<file path="src/sv/assert_macros.svh">
// Assertion macros shared by the RTL modules; each expects clk and rst_n in scope.
`ifndef ASSERT_MACROS_SVH
`define ASSERT_MACROS_SVH
// Same-cycle implication, disabled while reset is low.
`define ASSERT_IMP(lbl, ante, cons, msg) \
  lbl: assert property (@(posedge clk) disable iff (!rst_n) (ante) |-> (cons)) \
    else $error(msg);
// Next-cycle implication, disabled while reset is low.
`define ASSERT_NXT(lbl, ante, cons, msg) \
  lbl: assert property (@(posedge clk) disable iff (!rst_n) (ante) |=> (cons)) \
    else $error(msg);
`endif

</file>
<file path="src/sv/dwspl_pkg.sv">
// Package of the dual wheel speed loop: constants, operation codes and control structs.
`default_nettype none
package dwspl_pkg;

  localparam int FRAC_BITS_DEF   = 16;
  localparam int COUNT_WIDTH_DEF = 32;

  // Shared multiplier operand widths.
  localparam int MA_W  = 48;
  localparam int MB_W  = 27;
  localparam int PR_W  = MA_W + MB_W;
  localparam int ACC_W = PR_W + 1;

  localparam longint SPEED_Q32 = 64'sd14992264116;
  localparam logic signed [MB_W-1:0] DIST_Q32 = 27'sd2098917;
  localparam logic signed [MB_W-1:0] COEF_A   = 27'sd16747328;
  localparam logic signed [MB_W-1:0] COEF_B   = -27'sd31860770;
  localparam logic signed [MB_W-1:0] COEF_C   = 27'sd15153293;
  localparam logic signed [MB_W-1:0] POLE_Q20 = 27'sd943967;

  // Register indexes of the configuration port.
  localparam logic [2:0] REG_WEIGHT = 3'd0;
  localparam logic [2:0] REG_GAIN   = 3'd1;
  localparam logic [2:0] REG_DIST1  = 3'd2;
  localparam logic [2:0] REG_DIST2  = 3'd3;
  localparam logic [2:0] REG_DIST3  = 3'd4;
  localparam logic [2:0] REG_SPEED1 = 3'd5;
  localparam logic [2:0] REG_SPEED2 = 3'd6;
  localparam logic [2:0] REG_SPEED3 = 3'd7;

  localparam logic [15:0] WEIGHT_RST = 16'd4915;
  localparam logic [15:0] GAIN_RST   = 16'd2560;
  localparam logic [31:0] DIST1_RST  = 32'd6553600;
  localparam logic [31:0] DIST2_RST  = 32'd9830400;
  localparam logic [31:0] DIST3_RST  = 32'd19660800;
  localparam logic [23:0] SPEED1_RST = 24'd131072;
  localparam logic [23:0] SPEED2_RST = 24'd327680;
  localparam logic [23:0] SPEED3_RST = 24'd458752;

  typedef enum logic [3:0] {
    OP_NONE, OP_SPEED, OP_MIXW, OP_MIXS, OP_DIST, OP_BAND, OP_ERR,
    OP_CA, OP_CB, OP_CC, OP_GAIN, OP_POLE, OP_PWR
  } op_t;

  typedef struct packed {
    op_t  op;
    logic wheel;
    logic load;
    logic emit;
  } cmd_t;

  typedef struct packed {
    logic out_busy;
  } status_t;

endpackage
`default_nettype wire

</file>
<file path="src/sv/dwspl_ctrl.sv">
// Sequencer that steps the shared datapath through one item.
`default_nettype none
`include "assert_macros.svh"
module dwspl_ctrl (
  input  logic               clk,
  input  logic               rst_n,
  input  logic               in_valid,
  output logic               in_ready,
  input  dwspl_pkg::status_t status,
  output dwspl_pkg::cmd_t    cmd
);
  import dwspl_pkg::*;

  typedef enum logic [13:0] {
    ST_IDLE  = 14'b00000000000001,
    ST_SPEED = 14'b00000000000010,
    ST_MIXW  = 14'b00000000000100,
    ST_MIXS  = 14'b00000000001000,
    ST_DIST  = 14'b00000000010000,
    ST_BAND  = 14'b00000000100000,
    ST_ERR   = 14'b00000001000000,
    ST_CA    = 14'b00000010000000,
    ST_CB    = 14'b00000100000000,
    ST_CC    = 14'b00001000000000,
    ST_GAIN  = 14'b00010000000000,
    ST_POLE  = 14'b00100000000000,
    ST_PWR   = 14'b01000000000000,
    ST_OUT   = 14'b10000000000000
  } state_t;

  state_t state_r, state_nxt;
  logic   wheel_r, wheel_nxt;

  always_ff @(posedge clk) begin
    if (!rst_n) begin
      state_r <= ST_IDLE;
      wheel_r <= 1'b0;
    end else begin
      state_r <= state_nxt;
      wheel_r <= wheel_nxt;
    end
  end

  always_comb begin
    state_nxt = state_r;
    wheel_nxt = wheel_r;
    cmd.op    = OP_NONE;
    cmd.wheel = wheel_r;
    cmd.load  = 1'b0;
    cmd.emit  = 1'b0;
    in_ready  = 1'b0;
    case (state_r)
      ST_IDLE: begin
        in_ready = 1'b1;
        if (in_valid) begin
          cmd.load  = 1'b1;
          state_nxt = ST_SPEED;
          wheel_nxt = 1'b0;
        end
      end
      ST_SPEED: begin
        cmd.op    = OP_SPEED;
        state_nxt = ST_MIXW;
      end
      ST_MIXW: begin
        cmd.op    = OP_MIXW;
        state_nxt = ST_MIXS;
      end
      ST_MIXS: begin
        cmd.op    = OP_MIXS;
        wheel_nxt = ~wheel_r;
        state_nxt = wheel_r ? ST_DIST : ST_SPEED;
      end
      ST_DIST: begin
        cmd.op    = OP_DIST;
        state_nxt = ST_BAND;
      end
      ST_BAND: begin
        cmd.op    = OP_BAND;
        state_nxt = ST_ERR;
      end
      ST_ERR: begin
        cmd.op    = OP_ERR;
        state_nxt = ST_CA;
      end
      ST_CA: begin
        cmd.op    = OP_CA;
        state_nxt = ST_CB;
      end
      ST_CB: begin
        cmd.op    = OP_CB;
        state_nxt = ST_CC;
      end
      ST_CC: begin
        cmd.op    = OP_CC;
        state_nxt = ST_GAIN;
      end
      ST_GAIN: begin
        cmd.op    = OP_GAIN;
        state_nxt = ST_POLE;
      end
      ST_POLE: begin
        cmd.op    = OP_POLE;
        state_nxt = ST_PWR;
      end
      ST_PWR: begin
        cmd.op    = OP_PWR;
        wheel_nxt = ~wheel_r;
        state_nxt = wheel_r ? ST_OUT : ST_ERR;
      end
      ST_OUT: begin
        if (!status.out_busy) begin
          cmd.emit  = 1'b1;
          state_nxt = ST_IDLE;
        end
      end
      default: begin
        state_nxt = ST_IDLE;
        wheel_nxt = 1'b0;
      end
    endcase
  end

  `ASSERT_NXT(a_load_starts, cmd.load, state_r == ST_SPEED && !wheel_r, "load must start wheel A")
  `ASSERT_IMP(a_emit_free, cmd.emit, !status.out_busy, "emit while result register is busy")
  `ASSERT_NXT(a_emit_idle, cmd.emit, in_ready, "block not ready after emitting")

endmodule
`default_nettype wire

</file>
<file path="config.mk">
export PLATFORM = sky130hd
export DESIGN_NAME = dwspl_ctrl
export DESIGN_NICKNAME = d
export VERILOG_FILES = /design/src/sv/dwspl_pkg.sv /design/src/sv/dwspl_ctrl.sv
export VERILOG_INCLUDE_DIRS = /design/src /design/src/sv
export SDC_FILE = /design/constraint.sdc
export NUM_CORES = 1
export LEC_CHECK = 0
export BUFFER_PORTS_ARGS = -buffer_cell sky130_fd_sc_hd__buf_2
export CORE_MARGIN = 2
export CORE_UTILIZATION = 30
export DETAILED_ROUTE_END_ITERATION = 10
export HOLD_SLACK_MARGIN = 0.03
export PLACE_DENSITY = 0.55
export SLEW_MARGIN = 30
export SYNTH_ARGS = -nofsm -noshare
export SYNTH_HDL_FRONTEND = slang
export SYNTH_SLANG_ARGS = --single-unit
</file>
<file path="constraint.sdc">
create_clock -name clk -period 2.4 [get_ports clk]
set_input_delay 0.48 -clock clk [delete_from_list [all_inputs] [get_ports clk]]
set_output_delay 0.48 -clock clk [all_outputs]
set_load 0.005 [all_outputs]
</file>
### After elaboration in Yosys (flattened, before gate mapping)

Index checks and enable logic that the tools add are counted.

* equality and inequality tests: 16
* multiplexer cells: 13
* bitwise operators: 2
* reduce and logical (&&, ||, !) cells: 4

Operators with widths (number)
* 14-bit one-hot mux with 14 select lines: 1
* 4-bit one-hot mux with 12 select lines: 1
* 14-bit 2-to-1 mux: 3
* 14-bit by 1-bit equality test with 1-bit output (second input constant): 1
* 14-bit by 10-bit equality test with 1-bit output (second input constant): 1
* 14-bit by 11-bit equality test with 1-bit output (second input constant): 1
* 14-bit by 12-bit equality test with 1-bit output (second input constant): 1
* 14-bit by 13-bit equality test with 1-bit output (second input constant): 1
* 14-bit equality test (second input constant): 1
* 14-bit by 2-bit equality test with 1-bit output (second input constant): 1
* 14-bit by 3-bit equality test with 1-bit output (second input constant): 1
* 14-bit by 4-bit equality test with 1-bit output (second input constant): 1
* 14-bit by 5-bit equality test with 1-bit output (second input constant): 1
* 14-bit by 6-bit equality test with 1-bit output (second input constant): 1
* 14-bit by 7-bit equality test with 1-bit output (second input constant): 1
* 14-bit by 8-bit equality test with 1-bit output (second input constant): 1
* 14-bit by 9-bit equality test with 1-bit output (second input constant): 1
* 11-bit OR reduction: 1
* 1-bit 2-to-1 mux: 6
* 5-bit 2-to-1 mux: 1
* 2-bit != test (second input constant): 2
* 2-bit AND reduction: 2
* 1-bit one-hot mux with 3 select lines: 1
* 1-bit inverter: 2
* 2-bit OR reduction: 1

* register bits: 15
* input bits: 4
* logic and storage cells: 37

### Longest topological paths before layout

Gate-level depths: netlist (run 1).

* depth after elaboration: 4
* gate-level depth with buffers: 7

### Least setup slack after synthesis (run 1)

No wires, ideal clock.

* path kind: reg2out
* from: register state_r[9]
* to: output port cmd[4] (netlist name)
* arrival time: 1.709 ns
* required time: 1.920 ns
* slack: 0.211 ns
* cell stages (with the launch flop): 7
* cell sequence: dfxtp_1 -> buf_6 -> nor4_4 -> nand3_2 -> or2_4 -> or4b_4 -> nand4_1

RTL lines
* from (decl): RTL line dwspl_ctrl.sv:31 `state_t state_r, state_nxt;`
* from (signal assigned): RTL line dwspl_ctrl.sv:39 `state_r <= state_nxt;`
* to (decl): RTL line dwspl_ctrl.sv:10 `output dwspl_pkg::cmd_t cmd`

==> metrics.cfg, run 1 <==
[outcome]
outcome = finished, violations left
violations = negative setup slack

[sta]
whs_ns = 0.415
drv_slew = 0
max_slew_margin = 0.713
period_needed_ns = 2.59
rsz0062_at_grt = true
finClkSkew_ns = 0.00958
finalWorstSetupSlack_ns = -0.193
hold_violations = 0
post-route-period-util = 1.08
max_freq_mhz = 386
setup_violations = 3
tightestPinTransition_ns = 0.425
finalSetupTns_ns = -0.377

[clock_tree]
clockBufferDepth = 2
numCtsBuffers = 3
tritoncts = built
clock_latency_ns = 0.29
ctsHoldBuffers = 0
cts_sinks = 15
cts.clk_slew.worst_paths_ns = 0.09
cts_root_buffer = clkbuf_4
h-tree-depth = 1

[synthesis]
ys_types = 44
synth_fp_nets = 120
ys_ff_latch = 15
ys_warn_count = 0
syn_area_um2 = 978
synth.avg_cell_area_um2 = 8.43
synth-seq-area-share = 0.307
syn_inst = 116

[power_and_ir_drop]
ir_drop_v = 0.000189
p_sw_mw = 0.195
p_int_mw = 0.424
seq_power_share = 0.426
combPwrFrac = 0.331
power.leakage_nw = 0.540
power_density_nw_per_um2 = 482
clockPowerShare = 0.243
p_sw_frac = 0.314

[floorplan]
start_util = 0.318
die_x_um = 61.1
core_area_um2 = 3080
die_area_um2 = 3730
num_io_pins = 12
die_height_um = 61.1
rows = 20

[detailed_routing]
avgRoutedWirePerCell_um = 13.8
ant_nets = 0
totalWireLength_mm = 2.62
viasPerCell = 5.17
first_pass_iters = 4
drt_iter0_drc = 27
vias = 983
drc = 0

[final_layout]
final_common_cell = buf_4
final_cell_mix = 21 x buf_4, 13 x nor2_1, 11 x buf_2
antenna-diode-count = 0
multi_input_area_um2 = 669
nNetsFinal = 151
final_area_um2 = 1280
seqCellArea_um2 = 312
drive_gt1_frac = 0.418
fillCellCount = 317
synthToLayoutAreaGrowth_pct = 31.2

[setup_path]
critical_path_class = flop to output pin
endpoint_kind = output pin
rr_endpoint = state_r[1]$_SDFFE_PN0P_
arrival_ns = 2.11
reg2reg_from = state_r[6]$_SDFFE_PN0P_
path_max_fanout = 3
r2r_cells = 7
regToRegSetupSlack_ns = 0.31
startpoint_type = flop
cp.required_ns = 1.92

[run]
drv_cap = 0

[place]
place_hpwl_mm = 1.80
globalplace.congestion = 0.899
port_buffers = 11
placed_area_um2 = 1100

[min_path]
min_to = state_r[0]$_SDFFE_PN1P_
hold_path.class = input port to flop
min_path_cells = 2
hp-start = rst_n

[global_routing]
grt_start_max_net_pins = 12
grt_overflow_total = 0
grt_pass1_wl_mm = 4.36
grtUsageTotal = 0.160
first_global_vias = 978
antenna_found_initial = 0

## cells by family (layout without fill, tap and decap cells)
family / count (synthesis) / after routing / share of synthesized area
XOR/XNOR: 6 / 6 / 0.0537
AO/OA/AOI/OAI: 20 / 20 / 0.146
flip-flops: 15 / 15 / 0.307
AND/OR/NAND/NOR: 67 / 67 / 0.445
buffers and inverters: 8 / 38 / 0.0486
## power by group through the flow
stage / Sequential, mW / Combinational, mW / Clock, mW
after global placement: 0.268 / 0.145 / 0
after global routing: 0.264 / 0.222 / 0.170
after CTS: 0.265 / 0.191 / 0.159
final: 0.263 / 0.205 / 0.150
after detailed placement: 0.268 / 0.145 / 0
after floorplan: 0.274 / 0.0955 / 0
## synthesized netlist by cell type (all sizes together)
library cell	instances	area, µm²
or3	1	7.51
and3	1	6.26
nand2	9	33.8
o311ai	1	8.76
nand2b	5	31.3
clkbuf	2	8.75
nand4b	1	8.76
nor4	7	86.3
nor2	15	66.3
o21ba	1	10.0
nor4b	2	17.5
a31o	1	8.76
o41ai	1	8.76
xor2	3	26.3
nor3	6	30.0
a21oi	1	5.00
dfxtp	15	300
or4b	1	13.8
o22a	2	18.8
buf	4	31.3
nand4	4	25.0
and2	2	12.5
or4	2	18.8
o21a	3	22.5
or3b	1	8.76
inv	2	7.51
and2b	1	8.76
o21ai	7	35.0
o211ai	2	15.0
xnor2	3	26.3
nand3	7	45.0
or2	2	15.0
o311a	1	10.0
## final cells by class
class,count,share of cell area
multi-input combinational,93,0.521
sequential,15,0.243
timing repair buffer,32,0.166
tap,44,0.0429
clock buffer,3,0.0175
inverter,2,0.00585
clock inverter,1,0.00390
## how the worst max path moves through the flow
stage / to / cells past startpoint / slack (ns) / start
finish: cmd[4] / 6 / -0.19 / state_r[9]$_SDFFE_PN0P_
global route: cmd[4] / 6 / -0.24 / state_r[9]$_SDFFE_PN0P_
CTS: cmd[4] / 6 / -0.16 / state_r[9]$_SDFFE_PN0P_
detailed placement: cmd[4] / 6 / 0.09 / state_r[0]$_SDFFE_PN1P_
global placement: cmd[4] / 6 / 0.13 / state_r[0]$_SDFFE_PN1P_
floorplan: cmd[4] / 6 / 0.21 / state_r[9]$_SDFFE_PN0P_
## worst max-delay path, cell delays in order, from the launching register on
cell and delay (ns):
dfxtp_2 0.35, nor4_4 0.33, nand3_2 0.14, or2_4 0.28
or4b_4 0.50, nand4_1 0.11, buf_2 0.12
## sequential cells by signal, indices dropped and copies added (netlist names)
signal and count:
state_r 14, wheel_r 1
## per-stage QoR
stage / total power, mW / setup WS [ns] / std cells / utilization
after floorplan: 0.369 / 0.211 / 116 / -
after global placement: 0.413 / 0.126 / 172 / 0.358
after detailed placement: 0.413 / 0.0898 / 172 / 0.358
after CTS: 0.615 / -0.163 / 187 / 0.404
after global routing: 0.656 / -0.239 / 190 / 0.417
final: 0.619 / -0.193 / 190 / 0.417
## metal layers
layer  wire length [µm]  up-vias  GRT usage
li1                   -      486          -
met1               1230      475      0.197
met2               1270       16      0.275
met3                 90        6     0.0378
met4                 38        0     0.0466
met5                  0        -          0
## what timing repair did
item | in CTS | in global routing
gates resized for setup | 11 | 4
setup endpoints to repair | 3 | 5
pin swaps | 8 | 3
setup buffers | 11 | 3
gates cloned | 0 | 0
Power figures use the tool's default switching activity.
==> run 2: changes to the inputs <==
--- a/config.mk
+++ b/config.mk
@@ -6,6 +6,7 @@
 export SDC_FILE = /design/constraint.sdc
 export NUM_CORES = 1
 export LEC_CHECK = 0
+export ABC_AREA = 1
 export BUFFER_PORTS_ARGS = -buffer_cell sky130_fd_sc_hd__buf_2
 export CORE_MARGIN = 2
 export CORE_UTILIZATION = 30
==> run 2 against run 1 <==
Effect of this change: the run now ends clean; clock skew decreased by 0.0040 ns; final area is 12% lower; worst hold slack gained 0.11 ns; routed wire length decreased by 16%; utilization down 7.5 points; critical path depth up 2; power down 8.1%; flip-flop and latch count is the same; setup slack improved by 0.39 ns; first-iteration DRC count grew 7.4%; critical path type unchanged; largest cell class unchanged; highest routed layer unchanged.
==> metrics.cfg, run 2 <==
[outcome]
outcome = finished, final reports clean

[final_layout]
top_register = state_r
multi_input_area_um2 = 562
antenna-diode-count = 0
final_common_cell = inv_1
drive_gt1_frac = 0.211
utilization = 0.342
synthToLayoutAreaGrowth_pct = 9.83
largest_reg_flops = 14
fillCellCount = 393
nNetsFinal = 176
fin_cells = 217
final_area_um2 = 1130
seqCellArea_um2 = 300
final_cell_mix = 33 x inv_1, 28 x nand2_1, 23 x nor2_1
reg_top3 = state_r: 14 flops, wheel_r: 1 flops

[global_routing]
grtUsageTotal = 0.123
antenna_found_initial = 0
first_global_vias = 877
grt_start_max_net_pins = 14
grt_pass1_wl_mm = 3.81
grt_overflow_total = 0

[sta]
drv_slew = 0
period_needed_ns = 2.21
setup_violations = 0
max_slew_margin = 0.765
post-route-period-util = 0.920
finalSetupTns_ns = 0
finClkSkew_ns = 0.00558
tightestPinTransition_ns = 0.351
max_freq_mhz = 453
rsz0062_at_grt = false
hold_violations = 0

[detailed_routing]
first_pass_iters = 4
totalWireLength_mm = 2.21
drt_iter0_drc = 29
drc = 0
vias = 951
avgRoutedWirePerCell_um = 10.2
ant_nets = 0
viasPerCell = 4.38

[clock_tree]
cts_root_buffer = clkbuf_4
tritoncts = built
postCtsSetupRepairBufs = 0
cts.clk_slew.worst_paths_ns = 0.09
ctsHoldBuffers = 0
cts_sinks = 15
cts_resized = 0
clockBufferDepth = 2
numCtsBuffers = 3
clock_latency_ns = 0.30
h-tree-depth = 1

[setup_path]
cpMaxStageDelayCell = dfxtp_1
arrival_ns = 1.73
critical_path_class = flop to output pin
cp.required_ns = 1.92
crit_chain = nor2_1 -> nand2_2 -> nor2_4 -> nand2_1 -> inv_1 -> nor4_1 -> nand3_1 -> buf_2
r2r_cells = 10
path_max_fanout = 13
endpoint_kind = output pin
startpoint_type = flop
max_stage_delay_ns = 0.32

[power_and_ir_drop]
power.leakage_nw = 0.655
power_density_nw_per_um2 = 502
ir_drop_v = 0.000176

[place]
place_hpwl_mm = 1.75
globalplace.congestion = 0.804
dp.cells = 213
port_buffers = 11
placed_area_um2 = 1110

[synthesis]
synth-seq-area-share = 0.291
syn_area_um2 = 1030
yosysMostFrequentCell = inv_1
synthTopCellsByArea = dfxtp_1 29%, inv_1 12%, nand2_1 10%
synth_area_leader_cell = dfxtp_1
syn_inst = 160
ys_warn_count = 0
ys.flop_type = dfxtp_1
synth_edf_count = 0
synth_top_area_share = 0.291
synth_fp_nets = 164
synthArstFlopShare = 0
ys_types = 24
synth.avg_cell_area_um2 = 6.44
ys_ff_latch = 15
netlist_top_cells_count = 33 x inv_1, 28 x nand2_1, 23 x nor2_1, 18 x nand3_1, 15 x dfxtp_1

[min_path]
hold_path.class = input port to flop
min_path_cells = 3

[floorplan]
die_x_um = 62.6
start_util = 0.311
die_height_um = 62.6
rows = 21
core_area_um2 = 3310
die_area_um2 = 3920
num_io_pins = 12

[run]
drv_cap = 0

## run 2: changes by cell type after synthesis, sizes merged, moves of 3 or more
cell and delta:
inv +33, nand2 +25, nand2b -5, nand3 +13, nor2 +17, nor3 -3, nor4 -6, o21a -3
o21ai -3, xnor2 -3, xor2 -3
## run 2: logic make-up after synthesis
group	share of synthesized area
simple gates	0.505
compound gates	0.0400
flops	0.291
buf+inv	0.164
## run 2: per-stage QoR
step / total power, mW / hold WS [ns] / worst slack, ns
detailed placement: 0.421 / 0.545 / 0.522
CTS: 0.575 / 0.521 / 0.186
global route: 0.600 / 0.532 / 0.00459
global placement: 0.421 / 0.559 / 0.514
finish: 0.568 / 0.528 / 0.193
floorplan: 0.395 / 0.490 / 0.823
## run 2: worst paths after layout
check | from | end | slack (ns)
worst max-delay path | state_r[8]$_SDFFE_PN0P_ | cmd[4] | 0.19
worst min-delay path | status | state_r[13]$_SDFFE_PN0P_ | 0.53
worst max register to register | state_r[8]$_SDFFE_PN0P_ | state_r[0]$_SDFFE_PN1P_ | 0.74
worst min register to register | wheel_r$_SDFFE_PN0P_ | state_r[4]$_SDFFE_PN0P_ | 0.57
## run 2: worst max-delay path, delay by kind of cell (launching register included)
family / cells / cell delay (ns)
buf+inv: 2 / 0.21
simple gates: 6 / 0.89
flops: 1 / 0.32
## run 2: area by class of cell
cell class                      instances  area share
Clock buffer                            4      0.0232
Inverter                               35       0.116
Multi-Input combinational cell        106       0.496
Sequential cell                        15       0.265
Tap cell                               46      0.0508
Timing Repair Buffer                   11      0.0486
## run 2: layer usage
metal | vias up | GRT usage | share of wire
met4 | 0 | 0.0750 | 0.026
li1 | 512 | - | -
met2 | 16 | 0.183 | 0.41
met5 | - | 0 | 0
met3 | 5 | 0.0108 | 0.021
met1 | 418 | 0.172 | 0.54
## run 2: report_power, final
part           internal [mW]  switching [mW]
registers              0.260         0.00980
clock network         0.0648          0.0896
logic                 0.0511          0.0935
total                  0.375           0.193
